File: config.mk
export PLATFORM = sky130hd
export DESIGN_NAME = compact_timestamp_parser
export DESIGN_NICKNAME = d
export VERILOG_FILES = /design/src/sv/ctp_pkg.sv /design/src/sv/ctp_scan.sv /design/src/sv/compact_timestamp_parser.sv
export SDC_FILE = /design/constraint.sdc
export NUM_CORES = 1
export LEC_CHECK = 0
export BUFFER_PORTS_ARGS = -buffer_cell sky130_fd_sc_hd__buf_4
export CORE_ASPECT_RATIO = 1.2
export CORE_UTILIZATION = 25
export DETAILED_ROUTE_END_ITERATION = 10
export SYNTH_ARGS = -nofsm -noshare
export SYNTH_HDL_FRONTEND = slang
export SYNTH_SLANG_ARGS = --single-unit
File: constraint.sdc
create_clock -name clk_i -period 4 [get_ports clk_i]
set_clock_uncertainty 0.2 [all_clocks]
set_input_delay 0.2 -clock clk_i [delete_from_list [all_inputs] [get_ports clk_i]]
set_output_delay 0.2 -clock clk_i [all_outputs]
set_load 0.03 [all_outputs]
File: src/sv/ctp_pkg.sv
// Package: constants, state type and helpers for the compact timestamp parser.
package ctp_pkg;

  localparam int unsigned TailDigits    = 10;
  localparam int unsigned MaxYearDigits = 9;
  localparam int unsigned MaxDigits     = TailDigits + MaxYearDigits;
  localparam int unsigned CountWidth    = 5;
  localparam int unsigned AccumWidth    = 30;
  localparam int unsigned YearWidth     = 31;
  localparam int unsigned FieldWidth    = 7;
  localparam int unsigned LengthWidth   = 5;

  localparam logic [7:0] CharMinus = 8'h2D;
  localparam logic [7:0] CharZero  = 8'h30;
  localparam logic [7:0] CharNine  = 8'h39;

  localparam logic [CountWidth-1:0] CountTail = CountWidth'(TailDigits);
  localparam logic [CountWidth-1:0] CountMax  = CountWidth'(MaxDigits);
  localparam logic [CountWidth-1:0] CountSat  = {CountWidth{1'b1}};

  typedef logic [3:0] digit_t;

  typedef struct packed {
    digit_t [TailDigits-1:0]  window;
    logic [CountWidth-1:0]    count;
    logic [AccumWidth-1:0]    accum;
    logic                     negative;
    logic                     at_start;
    logic                     error_seen;
  } scan_state_t;

  function automatic logic [FieldWidth-1:0] pair_value(digit_t hi, digit_t lo);
    logic [FieldWidth-1:0] h;
    h = FieldWidth'(hi);
    return (h << 3) + (h << 1) + FieldWidth'(lo);
  endfunction

endpackage

File: src/sv/ctp_scan.sv
// Character scanner: digit window, digit count, year accumulator and flags.
module ctp_scan (
  input  logic                clk_i,
  input  logic                rst_ni,
  input  logic                accept_i,
  input  logic [7:0]          char_in_i,
  input  logic                last_char_i,
  output ctp_pkg::scan_state_t state_d_o
);
  import ctp_pkg::*;

  scan_state_t state_q;
  scan_state_t state_d;
  scan_state_t reset_state;
  logic        is_digit;
  digit_t      digit;
  logic [CountWidth-1:0] count_inc;

  assign is_digit = (char_in_i >= CharZero) && (char_in_i <= CharNine);
  assign digit    = 4'(char_in_i - CharZero);

  always_comb begin
    reset_state            = '0;
    reset_state.at_start   = 1'b1;
  end

  always_comb begin
    state_d          = state_q;
    state_d.at_start = 1'b0;
    count_inc        = state_q.count;
    if (!state_q.error_seen) begin
      if (state_q.at_start && char_in_i == CharMinus) begin
        state_d.negative = 1'b1;
      end else if (!is_digit) begin
        state_d.error_seen = 1'b1;
      end else begin
        if (state_q.count >= CountTail) begin
          state_d.accum = (state_q.accum << 3) + (state_q.accum << 1)
                          + AccumWidth'(state_q.window[0]);
        end
        state_d.window = {digit, state_q.window[TailDigits-1:1]};
        if (state_q.count != CountSat) begin
          count_inc = state_q.count + 1'b1;
        end
        state_d.count = count_inc;
        if (count_inc > CountMax) begin
          state_d.error_seen = 1'b1;
        end
      end
    end
  end

  assign state_d_o = state_d;

  always_ff @(posedge clk_i or negedge rst_ni) begin
    if (!rst_ni) begin
      state_q <= reset_state;
    end else if (accept_i) begin
      state_q <= last_char_i ? reset_state : state_d;
    end
  end

endmodule

File: src/sv/compact_timestamp_parser.sv
// Top level: compact timestamp parser with a registered result.
//
//   channel | signals                        | handshake
//   in      | char_in_i, last_char_i         | in_valid_i / in_ready_o
//   out     | parse_ok_o .. consumed_length_o| out_valid_o / out_ready_i
//
// One character is taken per cycle; the scanner state updates in the cycle
// of acceptance. The result of a string appears in the cycle after its last
// character. Input stalls only while a result waits and out_ready_i is low.
// Reset clears the scanner state and empties the result register.
module compact_timestamp_parser (
  input  logic                           clk_i,
  input  logic                           rst_ni,
  input  logic                           in_valid_i,
  output logic                           in_ready_o,
  input  logic [7:0]                     char_in_i,
  input  logic                           last_char_i,
  output logic                           out_valid_o,
  input  logic                           out_ready_i,
  output logic                           parse_ok_o,
  output logic signed [ctp_pkg::YearWidth-1:0]  year_value_o,
  output logic [ctp_pkg::FieldWidth-1:0]  month_value_o,
  output logic [ctp_pkg::FieldWidth-1:0]  day_value_o,
  output logic [ctp_pkg::FieldWidth-1:0]  hour_value_o,
  output logic [ctp_pkg::FieldWidth-1:0]  minute_value_o,
  output logic [ctp_pkg::FieldWidth-1:0]  second_value_o,
  output logic [ctp_pkg::LengthWidth-1:0] consumed_length_o
);
  import ctp_pkg::*;

  scan_state_t nxt;
  logic        accept;
  logic        ok;
  logic [YearWidth-1:0] mag;

  logic out_valid_q, out_valid_d;
  logic parse_ok_q;
  logic [YearWidth-1:0]   year_q;
  logic [FieldWidth-1:0]  month_q, day_q, hour_q, minute_q, second_q;
  logic [LengthWidth-1:0] length_q;

  assign in_ready_o = !out_valid_q || out_ready_i;
  assign accept     = in_valid_i && in_ready_o;

  ctp_scan u_scan (
    .clk_i       (clk_i),
    .rst_ni      (rst_ni),
    .accept_i    (accept),
    .char_in_i   (char_in_i),
    .last_char_i (last_char_i),
    .state_d_o   (nxt)
  );

  assign ok  = !nxt.error_seen && (nxt.count >= CountTail);
  assign mag = YearWidth'(nxt.accum);

  always_comb begin
    out_valid_d = out_valid_q;
    if (accept && last_char_i) begin
      out_valid_d = 1'b1;
    end else if (out_ready_i) begin
      out_valid_d = 1'b0;
    end
  end

  always_ff @(posedge clk_i or negedge rst_ni) begin
    if (!rst_ni) begin
      out_valid_q <= 1'b0;
    end else begin
      out_valid_q <= out_valid_d;
    end
  end

  always_ff @(posedge clk_i) begin
    if (accept && last_char_i) begin
      parse_ok_q <= ok;
      if (ok) begin
        year_q   <= nxt.negative ? (~mag + 1'b1) : mag;
        month_q  <= pair_value(nxt.window[0], nxt.window[1]);
        day_q    <= pair_value(nxt.window[2], nxt.window[3]);
        hour_q   <= pair_value(nxt.window[4], nxt.window[5]);
        minute_q <= pair_value(nxt.window[6], nxt.window[7]);
        second_q <= pair_value(nxt.window[8], nxt.window[9]);
        length_q <= LengthWidth'(nxt.count + CountWidth'(nxt.negative));
      end else begin
        year_q   <= '0;
        month_q  <= '0;
        day_q    <= '0;
        hour_q   <= '0;
        minute_q <= '0;
        second_q <= '0;
        length_q <= '0;
      end
    end
  end

  assign out_valid_o       = out_valid_q;
  assign parse_ok_o        = parse_ok_q;
  assign year_value_o      = signed'(year_q);
  assign month_value_o     = month_q;
  assign day_value_o       = day_q;
  assign hour_value_o      = hour_q;
  assign minute_value_o    = minute_q;
  assign second_value_o    = second_q;
  assign consumed_length_o = length_q;

endmodule

Word-level counts from Yosys, hierarchy flattened
Cells that the tools add are included.
{ "word_totals": {"ff_bits": 151, "input_bits": 13, "output_inout_bits": 74, "wordCells": 76} }
{ "op_classes": {"add_sub_neg": 16, "order_cmp": 5, "eq_ne": 2, "mux": 17, "bitwise_logic": 1, "n_reduce_logical": 10} }
{ "op_table": {"columns": ["op", "n"], "rows": [
  ["two-way mux 75 bit", 2],
  ["two-way mux 78 bit", 1],
  ["two-way mux 76 bit", 1],
  ["two-way mux 30 bit", 2],
  ["adder 7 x 4 -> 7 bit", 5],
  ["adder 7 x 5 -> 7 bit", 5],
  ["adder 31 x 1 -> 31 bit, second input constant", 1],
  ["inverter 30 -> 31 bit", 1],
  ["adder 30 bit", 1],
  ["adder 30 x 4 -> 30 bit", 1],
  ["two-way mux 5 bit", 4],
  ["greater-or-equal comparator 5 x 4 -> 1 bit, second input constant", 2],
  ["equality test 8 x 6 -> 1 bit, second input constant", 1],
  ["greater-or-equal comparator 8 x 6 -> 1 bit, second input constant", 1],
  ["<= comparator 8 x 6 -> 1 bit, second input constant", 1],
  ["two-way mux 1 bit", 7],
  ["adder 5 x 1 -> 5 bit", 1],
  ["adder 5 x 1 -> 5 bit, second input constant", 1],
  ["greater-than comparator 5 bit, second input constant", 1],
  ["logical AND 1 bit", 5],
  ["!= test 5 bit, second input constant", 1],
  ["subtractor 4 x 1 -> 4 bit, second input constant", 1],
  ["zero test 1 bit", 2],
  ["AND reduction 2 bit", 1],
  ["2 further kinds", 2]
]} }

Logic depth before layout (Yosys ltp)
Gate-level depths: netlist (run 1).
{ "depth": {"word_depth": 13, "mapped_depth": 18, "ltp_nobuf": 14} }

Hierarchy
Synthesis (run 1) repeated with hierarchy kept, for this count alone.
{ "hier_totals": {"cells_unflattened": 1096, "hier_area_um2": 10040.9} }
{ "by_module_without_submodules": {"columns": ["module", "n_inst", "cells_per_inst", "area_per_inst_um2"], "rows": [
  ["ctp_scan", 1, 728, 5720.5],
  ["compact_timestamp_parser", 1, 368, 4320.4]
]} }

Worst setup path before layout (run 1)
Ideal clock, no wire load.
{ "synth_timing": {"kind": "register -> register", "start": "register u_scan.state_q[33] (netlist bit)", "end": "register year_q[26] (netlist: year_value_o[26]) (data pin)", "arrival_time_ps": 3753, "t_required_ps": 3534, "slack_ps": -219, "path_stages_with_launch": 19, "path_cell_list": "dfrtp_1 inv_1 ha_1 o31a_1 o2111ai_2 buf_6 buf_4 buf_2 buf_1 buf_2 mux2i_1 ha_1 nand2b_1 nor4_1 nand3_1 nor4_4 a41oi_1 xnor2_1 nor2_1"} }
{ "synth_via": {"elab_chain_cells": 12, "elab_cells_between_ends": 22, "classes_between": "add/sub: 2; order compare: 3; eq/ne: 1; mux: 13; bitwise: 1; reduce/logical: 2"} }
{ "synth_rtl": {"columns": ["item", "line", "rtl"], "rows": [
  ["from (decl)", "ctp_scan.sv:12", "scan_state_t state_q;"],
  ["from (signal assigned)", "ctp_scan.sv:57", "state_q <= reset_state;"],
  ["from (signal assigned)", "ctp_scan.sv:59", "state_q <= last_char_i ? reset_state : state_d;"],
  ["adder 5 x 1 -> 5 bit or != test 5 bit (tied branches)", "ctp_scan.sv:43, ctp_scan.sv:42", null],
  ["two-way mux 5 bit", "ctp_scan.sv:42", "if (state_q.count != CountSat) begin"],
  ["two-way mux 5 bit", "ctp_scan.sv:34", "end else if (!is_digit) begin"],
  ["two-way mux 5 bit", "ctp_scan.sv:32", "if (state_q.at_start && char_in_i == CharMinus) begin"],
  ["two-way mux 5 bit", "ctp_scan.sv:31", "if (!state_q.error_seen) begin"],
  ["greater-than comparator 5 bit", "ctp_scan.sv:46", "if (count_inc > CountMax) begin"],
  ["two-way mux 1 bit", "ctp_scan.sv:46", null],
  ["two-way mux 1 bit", "ctp_scan.sv:34", null],
  ["two-way mux 1 bit", "ctp_scan.sv:32", null],
  ["two-way mux 1 bit", "ctp_scan.sv:31", null],
  ["zero test 1 bit", "compact_timestamp_parser.sv:54", "assign ok = !nxt.error_seen && (nxt.count >= CountTail);"],
  ["logical AND 1 bit", "compact_timestamp_parser.sv:54", null],
  ["to (signal assigned)", "compact_timestamp_parser.sv:78", "year_q <= nxt.negative ? (~mag + 1'b1) : mag;"],
  ["to (decl)", "compact_timestamp_parser.sv:38", "logic [YearWidth-1:0] year_q;"]
]} }
Parallel ways exist; a longest one is shown, timed or not. The select of a mux whose other input is x is not followed.
A chain may end at the register's enable or synchronous reset.

Worst setup path in the final report (run 1)
{ "layout_timing": {"start": "register u_scan.state_q[41] (netlist bit)", "end": "register year_q[26] (netlist: year_value_o[26]) (data pin)"} }
{ "layout_via": {"elab_chain_cells": 8} }
{ "layout_rtl": {"columns": ["item", "line", "rtl"], "rows": [
  ["adder 30 x 4 -> 30 bit (*)", "ctp_scan.sv:39", "+ AccumWidth'(state_q.window[0]);"],
  ["two-way mux 30 bit (*)", "ctp_scan.sv:37", "if (state_q.count >= CountTail) begin"],
  ["two-way mux 75 bit (*)", "ctp_scan.sv:34", null],
  ["two-way mux 75 bit (*)", "ctp_scan.sv:32", null],
  ["two-way mux 76 bit (*)", "ctp_scan.sv:31", null],
  ["inverter 30 -> 31 bit", "compact_timestamp_parser.sv:78", null],
  ["adder 31 x 1 -> 31 bit", "compact_timestamp_parser.sv:78", null],
  ["two-way mux 30 bit (*)", "compact_timestamp_parser.sv:78", null]
]} }
Every way passes the cells marked *; elsewhere a longest branch is shown, timed or not.

==> flow_summary.yaml, run 1 <==
yosys:
  ys_warn_count: 0
  synth_fp_nets: 1198
  synth_area_um2: 10400
  synth_seq_cells: 151
  synth_ff_type: "dfrtp_1"
  yosys-top-cells-area: "edfxtp_1, dfrtp_1, ha_1"
  yosys.area.top_type_share: 0.207
  synth_top_area_cell: "edfxtp_1"
  synth_most_common_cell: "nand2_1"
  synth_commonest_cells: "nand2_1, ha_1, nor2_1, dfrtp_1, edfxtp_1"
  synth_cells: 1079
  yosysSeqAreaShare: 0.397
  async_reset_ff_frac: 0.523
  syn_area_per_cell_um2: 9.66
  synth.distinct_cells: 82
  synth_edf_count: 72
hold_path:
  hold_class: "in2reg"
  hp-start: "in_valid_i"
floorplanning:
  core-area_um2: 40900
  die_w_um: 188
  die_y_um: 226
  core.rowCount: 81
  die_area_um2: 42500
  start_util: 0.255
  io_pins: 87
critical_path:
  start_kind: "flop"
  worst_path_max_delay_cell: "fa_2"
  crit_required_ns: 3.96
  crit_path_end_kind: "flop"
  slowest_delay_ns: 0.62
  startpoint: "u_scan.state_q[41]"
  crit-reg2reg-launch: "u_scan.state_q[41]"
  crit_family: "compound AO/OA/AOI/OAI gates"
  path_cells: "inv_2, fa_2, inv_2, ha_4, a211oi_2, buf_4, o21a_4, buf_4, o221ai_4, xnor2_1, a21boi_1, a31oi_2, nor4_4, buf_6, a41oi_2, xnor2_1, nor2_1"
  critPathKind: "reg2reg"
  crit_buf_inv: 5
  cp.arrival_ns: 4.09
  cp_max_fo: 6
clock_network:
  clock_latency_ns: 0.44
  cts.reportedPaths.clkPinSlew_ns: 0.07
  cts_tree: "done"
  cts_buffers: 17
  root_buffer: "clkbuf_16"
  htree_levels: 4
  clockBufferDepth: 2
  clock-sinks: 151
outcome:
  outcome: "complete, but fails checks"
  violations: "negative setup slack"
global_route:
  grt_pass1_wl_mm: 47.4
  grtUsageTotal: 0.141
  grt_pass1_vias: 8916
  grt_max_degree: 62
  grt-ovfl-total: 0
  grt_antenna_before_repair: 0
pwr:
  irDropWorstVdd_mv: 0.273
  power_leakage_nw: 6.26
  p_per_area_nw_per_um2: 266
cells_and_area:
  layout-drive-gt1-share: 0.243
  diodes: 0
  utilization: 0.330
  final_nets: 1393
  area_growth_syn_to_layout_pct: 29.5
  fin_area_um2: 13500
routing:
  ant_nets: 0
  first_pass_iters: 6
  dr.first_iter.drc_count: 521
  via_per_inst: 4.90
  wire_per_inst_um: 16.4
  wl_mm: 30.0
  via_count: 8949
  route.detailed.drc: 0
timing:
  fmax_mhz: 243
  rsz0062_at_grt: "yes"
  finalCritPeriodShare: 1.03
  final-max-slew-violation-count: 0
  fin_ws_ns: -0.121
  tightest_slew_ns: 0.794
  min_period_ns: 4.12
  relSlewSlack: 0.471
  finalSetupTns_ns: -0.880
  finalSetupViolCount: 12
  report.final.hold_viol_count: 0
run:
  drv_cap: 0
placed_design:
  place_hpwl_mm: 22.3
  portBuffers: 86
  placed_area_um2: 12600
  finalWeightedCongestion: 0.878
## placed cells by master (no fill, tap or decap), types with 4 or more instances in the layout
cell type and instances:
buf_4 217, nand2_1 166, ha_1 93, nor2_1 86, dfrtp_1 78, edfxtp_1 72, o21ai_0 54, a21oi_1 53
a22o_1 41, xnor2_1 37, inv_1 29, and2_1 28, mux2i_1 23, a21o_1 20, xor2_1 19, clkbuf_16 17
nand3_1 14, nor3_1 10, fa_1 10, nand4_1 9, o21ai_1 8, and3_1 8, o21a_1 8, dlygate4sd3_1 8
a31oi_1 7, a211oi_1 7, or3_1 7, nand2b_1 6, nor2b_1 6, o31a_1 5, o22ai_1 5, a32o_1 5
inv_6 5, or2_2 4, o211ai_1 4, o211a_1 4, o31ai_2 4, o31ai_1 4, a21boi_1 4
## through the flow
stage / power (mW) / std cells / setup slack (ns) / hold slack, ns
after floorplan: 1.82 / 1079 / -0.00828 / -0.296
after global placement: 1.93 / 1781 / -0.247 / 0.100
after detailed placement: 1.93 / 1781 / -0.247 / 0.113
after CTS: 3.62 / 1824 / -0.245 / 0.0655
after global routing: 3.70 / 1826 / -0.263 / 0.0861
final: 3.59 / 1826 / -0.121 / 0.0827
## routing by layer
layer / track usage / part of all wire / up-vias / wire (µm)
met5: 0 / 0 / - / 0
met2: 0.254 / 0.52 / 181 / 15600
met3: 0.0205 / 0.030 / 34 / 911
met4: 0.0466 / 0.019 / 0 / 568
met1: 0.171 / 0.43 / 4410 / 12900
li1: - / - / 4324 / -
## cell type report
type,count,area (µm²)
clock buffer,17,425
clock inverter,15,185
fill,4220,27500
inverter,32,120
multi-input combinational,842,6160
sequential,151,4140
tap,539,674
timing repair buffer,230,1790
## kinds of logic (layout without fill, tap and decap cells)
logic type      Yosys count  in the layout  synth area share
simple gates            370            370             0.166
compound gates          281            281             0.191
buf+inv                  86            294            0.0348
flops                   151            151             0.397
xor+xnor                 58             58            0.0487
mux                      27             27            0.0261
fa+ha+maj               106            106             0.136
## worst reg2reg max path: cells and delay by family (launching register included)
kind	cells	cell delay (ns)
buffers and inverters	5	0.60
and+or+nand+nor	2	0.43
AOI/OAI and AO/OA	6	1.03
DFF	1	0.36
xor gates and xnor gates	2	0.36
adders and majority gates	2	0.88
## worst paths after layout
kind	endpoint	slack (ns)	depth (start not counted)
setup / recovery	year_value_o[26]	-0.12	17
hold / removal	u_scan.state_q[41]	0.08	4
min in group asynchronous	u_scan.state_q[25]	0.15	2
hold reg to reg	u_scan.state_q[1]	0.27	2
max in group asynchronous	u_scan.state_q[68]	2.50	3
setup reg to reg	year_value_o[26]	-0.12	17
## report_power, final
part	total, mW	internal (mW)	switching (mW)	leakage [nW]
sequential	1.67	1.66	0.0146	1.78
combinational	0.230	0.0663	0.164	4.18
clock	1.69	0.948	0.737	0.302
total	3.59	2.67	0.916	6.26
## sequential cells by signal, indices dropped and copies added, names as in the netlist
name	flops
parse_ok_o	1
day_value_o	7
second_value_o	7
year_value_o	31
u_scan.state_q	78
consumed_length_o	5
out_valid_o	1
minute_value_o	7
month_value_o	7
hour_value_o	7
## repair_timing
action                                 in CTS  in global routing
setup endpoints to repair                  19                 22
pin swaps                                  10                 21
endpoints found under the hold margin      58                  0
gates resized for setup                     8                 34
buffers inserted                            3                  2
hold buffers                                8                  0
(Power assumes the default switching activity.)
==> inputs of run 2 (changes only) <==
==> constraint.sdc (replaced) <==
create_clock -name clk_i -period 4 [get_ports clk_i]
set_clock_uncertainty 0.2 [all_clocks]
set_input_delay 0.2 -clock clk_i [delete_from_list [all_inputs] [get_ports clk_i]]
set_output_delay 0.2 -clock clk_i [all_outputs]
set_load 0.1 [all_outputs]
==> run 2 against run 1 <==
Compared with the run above: the flow still finishes with violations (negative setup slack); largest cell class unchanged; via count fell by 1.8%; first-iteration DRC count fell by 11%; global-route usage rose by 0.089 points; fmax rose by 1.4%; setup slack improved by 0.059 ns; worst hold slack improved by 0.055 ns; die area did not move; highest routed layer unchanged; sequential power barely moved; sequential share of layout area fell by 0.16 points; clock power fell by 3%; design area rose by 0.52%.
==> flow_summary.yaml, run 2 (synthesized netlist as in run 1, its figures left out) <==
outcome:
  outcome: "complete, but fails checks"
  violations: "negative setup slack"
run:
  drv_cap: 0
routing:
  route.detailed.drc: 0
  wl_mm: 29.8
  via_count: 8787
  ant_nets: 0
  first_pass_iters: 5
  wire_per_inst_um: 16.4
  dr.first_iter.drc_count: 463
  via_per_inst: 4.84
timing:
  finalCritPeriodShare: 1.02
  tightest_slew_ns: 0.756
  rsz0062_at_grt: "yes"
  fin_ws_ns: -0.0625
  min_period_ns: 4.06
  relSlewSlack: 0.496
  finalSetupViolCount: 6
  final-max-slew-violation-count: 0
  fmax_mhz: 246
  report.final.hold_viol_count: 0
pwr:
  p_seq_frac: 0.453
  power.switching_mw: 1.04
  p_clk_frac: 0.444
  power_leakage_nw: 6.22
  p_per_area_nw_per_um2: 273
  p_sw_frac: 0.280
  irDropWorstVdd_mv: 0.263
  p_int_mw: 2.67
  pwr-share-comb: 0.103
  total_power_mw: 3.70
critical_path:
  reg2reg_to: "year_value_o[21]"
  crit_required_ns: 3.98
  start_kind: "flop"
  cp_max_fo: 5
  crit-reg2reg-launch: "u_scan.state_q[3]"
  cp.arrival_ns: 4.04
  worstRegToRegCells: 16
  crit_path_end_kind: "flop"
  r2r_setup_slack_ns: -0.06
  critPathKind: "reg2reg"
clock_network:
  clock_latency_ns: 0.44
  clockBufferDepth: 2
  root_buffer: "clkbuf_16"
  cts.reportedPaths.clkPinSlew_ns: 0.07
  clock-sinks: 151
  cts_buffers: 17
  cts_tree: "done"
  htree_levels: 4
cells_and_area:
  utilization: 0.331
  layout-drive-gt1-share: 0.249
  multi_input_area_um2: 6270
  regArea_um2: 4140
  final_nets: 1383
  final_cells: 1816
  area_growth_syn_to_layout_pct: 30.1
  regMostFlops: "u_scan.state_q"
  fill_cells: 4198
  diodes: 0
  mostFrequentLayoutCells: "buf_4, nand2_1, ha_1, nor2_1, dfrtp_1"
  largest_register_ffs: 78
  final_common_cell: "buf_4"
global_route:
  grt_antenna_before_repair: 0
  grt_pass1_vias: 9059
  grt_pass1_wl_mm: 48.1
  grt-ovfl-total: 0
  grt_max_degree: 56
  grtUsageTotal: 0.142
floorplanning:
  io_pins: 87
  die_area_um2: 42500
  core-area_um2: 40900
  die_y_um: 226
  start_util: 0.255
  die_w_um: 188
  core.rowCount: 81
placed_design:
  dp_cells: 1767
  finalWeightedCongestion: 0.897
  portBuffers: 86
  place_hpwl_mm: 22.7
hold_path:
  hold_class: "in2async"
[run 2: worst max path at each step]
stage,endpoint,slack [ns],from,cells after the start
floorplan,year_value_o[29],0.02,u_scan.state_q[3],14
global route,year_value_o[23],-0.22,u_scan.state_q[3],16
detailed placement,year_value_o[27],-0.25,u_scan.state_q[3],14
global placement,year_value_o[26],-0.18,u_scan.state_q[3],16
finish,year_value_o[21],-0.06,u_scan.state_q[3],16
CTS,year_value_o[27],-0.13,u_scan.state_q[5],15
[run 2: repair_timing]
item | 4_1_cts | 5_1_grt
setup buffers | 6 | 5
hold buffers | 8 | 0
hold endpoints to repair | 60 | 0
resized for setup | 29 | 38
endpoints found under the setup margin | 18 | 18
pin swaps | 21 | 26
[run 2: power groups by stage]
stage / Clock, mW / Sequential [mW] / Combinational [mW]
floorplan: 0 / 1.91 / 0.0604
global placement: 0 / 1.71 / 0.376
detailed placement: 0 / 1.71 / 0.377
CTS: 1.68 / 1.68 / 0.384
global route: 1.73 / 1.68 / 0.397
finish: 1.64 / 1.67 / 0.381
[run 2: routing by layer]
layer	wire length, µm	part of all wire	GRT usage	vias up
met1	12900	0.43	0.170	4280
met2	15300	0.51	0.256	172
li1	-	-	-	4294
met5	0	0	0	-
met3	828	0.028	0.0202	41
met4	702	0.024	0.0546	0
[run 2: final cells by class]
type                            count  area share
Multi-Input combinational cell    842       0.463
Sequential cell                   151       0.305
Timing Repair Buffer              220       0.129
Tap cell                          539      0.0497
Clock buffer                       18      0.0316
Clock inverter                     14      0.0124
Inverter                           32     0.00913
[run 2: metrics by stage]
step | setup slack [ns] | TNS (ns) | area, µm² | hold WS (ns)
finish | -0.0625 | -0.225 | 13600 | 0.138
global route | -0.222 | -2.24 | 13600 | 0.188
CTS | -0.135 | -0.352 | 13400 | 0.121
detailed placement | -0.254 | -2.79 | 12500 | 0.0996
global placement | -0.178 | -1.84 | 12500 | 0.0995
floorplan | 0.0167 | 0 | 10500 | -0.296
[run 2: worst max-delay path, cell delays in order, from the launching register on]
cell	delay, ns
dfrtp_1	0.36
inv_2	0.05
fa_1	0.59
inv_2	0.06
ha_4	0.22
a211oi_4	0.26
o21a_1	0.19
buf_6	0.11
o22ai_4	0.08
a211o_1	0.30
a221oi_4	0.30
o311ai_4	0.18
nand4bb_4	0.35
buf_4	0.21
o21ai_4	0.14
xor2_1	0.16
nor2_1	0.05
==> inputs of run 3 (changes only) <==
==> constraint.sdc (replaced) <==
create_clock -name clk_i -period 4 [get_ports clk_i]
set_clock_uncertainty 0.2 [all_clocks]
set_input_delay 0.6 -clock clk_i [delete_from_list [all_inputs] [get_ports clk_i]]
set_output_delay 0.6 -clock clk_i [all_outputs]
set_load 0.1 [all_outputs]
==> run 3 against run 2 <==
Compared with the run above: the flow now finishes without violations; sequential share of layout area fell by 0.51 points; sequential power barely moved; routed wire length rose by 2.0%; via count rose by 2.7%; power fell by 0.40%; critical endpoint is now year_value_o[27]; largest power group unchanged.
==> flow_summary.yaml, run 3 (synthesized netlist as in run 1, its figures left out) <==
outcome:
  outcome: "finished clean"
placed_design:
  portBuffers: 86
  place_hpwl_mm: 22.4
  dp_cells: 1801
  finalWeightedCongestion: 0.903
cells_and_area:
  mostFrequentLayoutCells: "buf_4, nand2_1, ha_1, nor2_1, dfrtp_1"
  final_common_cell: "buf_4"
  fill_cells: 4182
  largest_register_ffs: 78
  final_nets: 1410
  layout-drive-gt1-share: 0.291
  utilization: 0.337
  regMostFlops: "u_scan.state_q"
  area_growth_syn_to_layout_pct: 32.5
  final_cells: 1844
timing:
  tightest_slew_ns: 0.847
  relSlewSlack: 0.436
  fmax_mhz: 253
  hold_ws_ns: 0.0746
  min_period_ns: 3.96
  finalSetupViolCount: 0
  final-max-slew-violation-count: 0
  finalCritPeriodShare: 0.990
  report.final.hold_viol_count: 0
  rsz0062_at_grt: "yes"
routing:
  wire_per_inst_um: 16.5
  via_per_inst: 4.89
  via_count: 9022
  wl_mm: 30.4
  ant_nets: 0
  first_pass_iters: 4
  route.detailed.drc: 0
  dr.first_iter.drc_count: 562
clock_network:
  cts_buffers: 17
  clockBufferDepth: 2
  cts.reportedPaths.clkPinSlew_ns: 0.08
  root_buffer: "clkbuf_16"
  cts_tree: "done"
  cts-hold-fix-buffers: 0
  clock_latency_ns: 0.45
  htree_levels: 4
  clock-sinks: 151
global_route:
  grt_max_degree: 62
  grtUsageTotal: 0.143
  grt_pass1_vias: 8951
  grt-ovfl-total: 0
  grt_pass1_wl_mm: 48.4
  grt_antenna_before_repair: 2
pwr:
  power_leakage_nw: 6.36
  irDropWorstVdd_mv: 0.293
  p_per_area_nw_per_um2: 267
floorplanning:
  core.rowCount: 81
  die_area_um2: 42500
  start_util: 0.255
  io_pins: 87
  core-area_um2: 40900
  die_w_um: 188
  die_y_um: 226
critical_path:
  r2r_setup_slack_ns: 0.04
  crit_required_ns: 3.96
  crit_path_end_kind: "flop"
  cp_max_fo: 8
  slowest_delay_ns: 0.47
  path_cells: "ha_1, ha_1, and4_1, nand3_1, o221ai_2, xnor2_1, a21boi_4, a31oi_4, nand4bb_4, o41ai_2, xnor2_1, nor2_1"
  crit_buf_inv: 0
  crit_family: "compound AO/OA/AOI/OAI gates"
  worst_path_max_delay_cell: "dfrtp_1"
  start_kind: "flop"
  critPathKind: "reg2reg"
  cp.arrival_ns: 3.92
run:
  drv_cap: 0
hold_path:
  hold_class: "in2async"
[run 3: metal layers]
layer  vias up  track usage  wire, µm
li1       4349            -         -
met1      4390        0.187     13600
met2       226        0.239     14700
met3        57       0.0140      1070
met4         0       0.0614      1040
met5         -            0         0
[run 3: path summary, 6_finish.rpt]
kind                            cells past startpoint          startpoint                  to
worst min register to register                      2   u_scan.state_q[1]   u_scan.state_q[1]
worst max register to register                     12  u_scan.state_q[10]    year_value_o[27]
max in group asynchronous                           2              rst_ni  u_scan.state_q[64]
worst max-delay path                               12  u_scan.state_q[10]    year_value_o[27]
min in group clk_i                                  2        char_in_i[0]  u_scan.state_q[74]
worst min-delay path                                1              rst_ni  u_scan.state_q[63]
[run 3: what timing repair did]
| item | CTS | global route |
|---|---|---|
| buffers inserted | 8 | 2 |
| setup endpoints to repair | 19 | 19 |
| pin swaps | 26 | 22 |
| resized for setup | 51 | 48 |
[run 3: through the flow]
stage	TNS (ns)	total power [mW]	area [µm²]	setup WS [ns]
after CTS	0	3.71	13600	0.000725
after detailed placement	-3.63	2.09	12700	-0.345
after global routing	-0.750	3.78	13800	-0.128
final	0	3.69	13800	0.0399
after floorplan	-0.324	1.97	10400	-0.0980
after global placement	-3.22	2.09	12700	-0.304
[run 3: final cells by class]
cell class	count	area, µm²	area share
Clock inverter	14	156	0.0113
Antenna cell	1	2.50	0.000181
Clock buffer	18	429	0.0311
Timing Repair Buffer	247	1910	0.138
Multi-Input combinational cell	842	6370	0.461
Sequential cell	151	4150	0.300
Tap cell	539	674	0.0488
Inverter	32	124	0.00897
[run 3: worst register-to-register path: stages, from the launching register on]
cell	delay (ns)
dfrtp_1	0.47
ha_1	0.33
ha_1	0.42
and4_1	0.32
nand3_1	0.17
o221ai_2	0.32
xnor2_1	0.22
a21boi_4	0.24
a31oi_4	0.12
nand4bb_4	0.33
o41ai_2	0.35
xnor2_1	0.16
nor2_1	0.06
[run 3: where the power goes]
part / internal [mW] / switching [mW] / leakage (nW)
sequential: 1.66 / 0.0163 / 1.77
clock: 0.841 / 0.794 / 0.284
combinational: 0.0634 / 0.313 / 4.31
total: 2.56 / 1.12 / 6.36
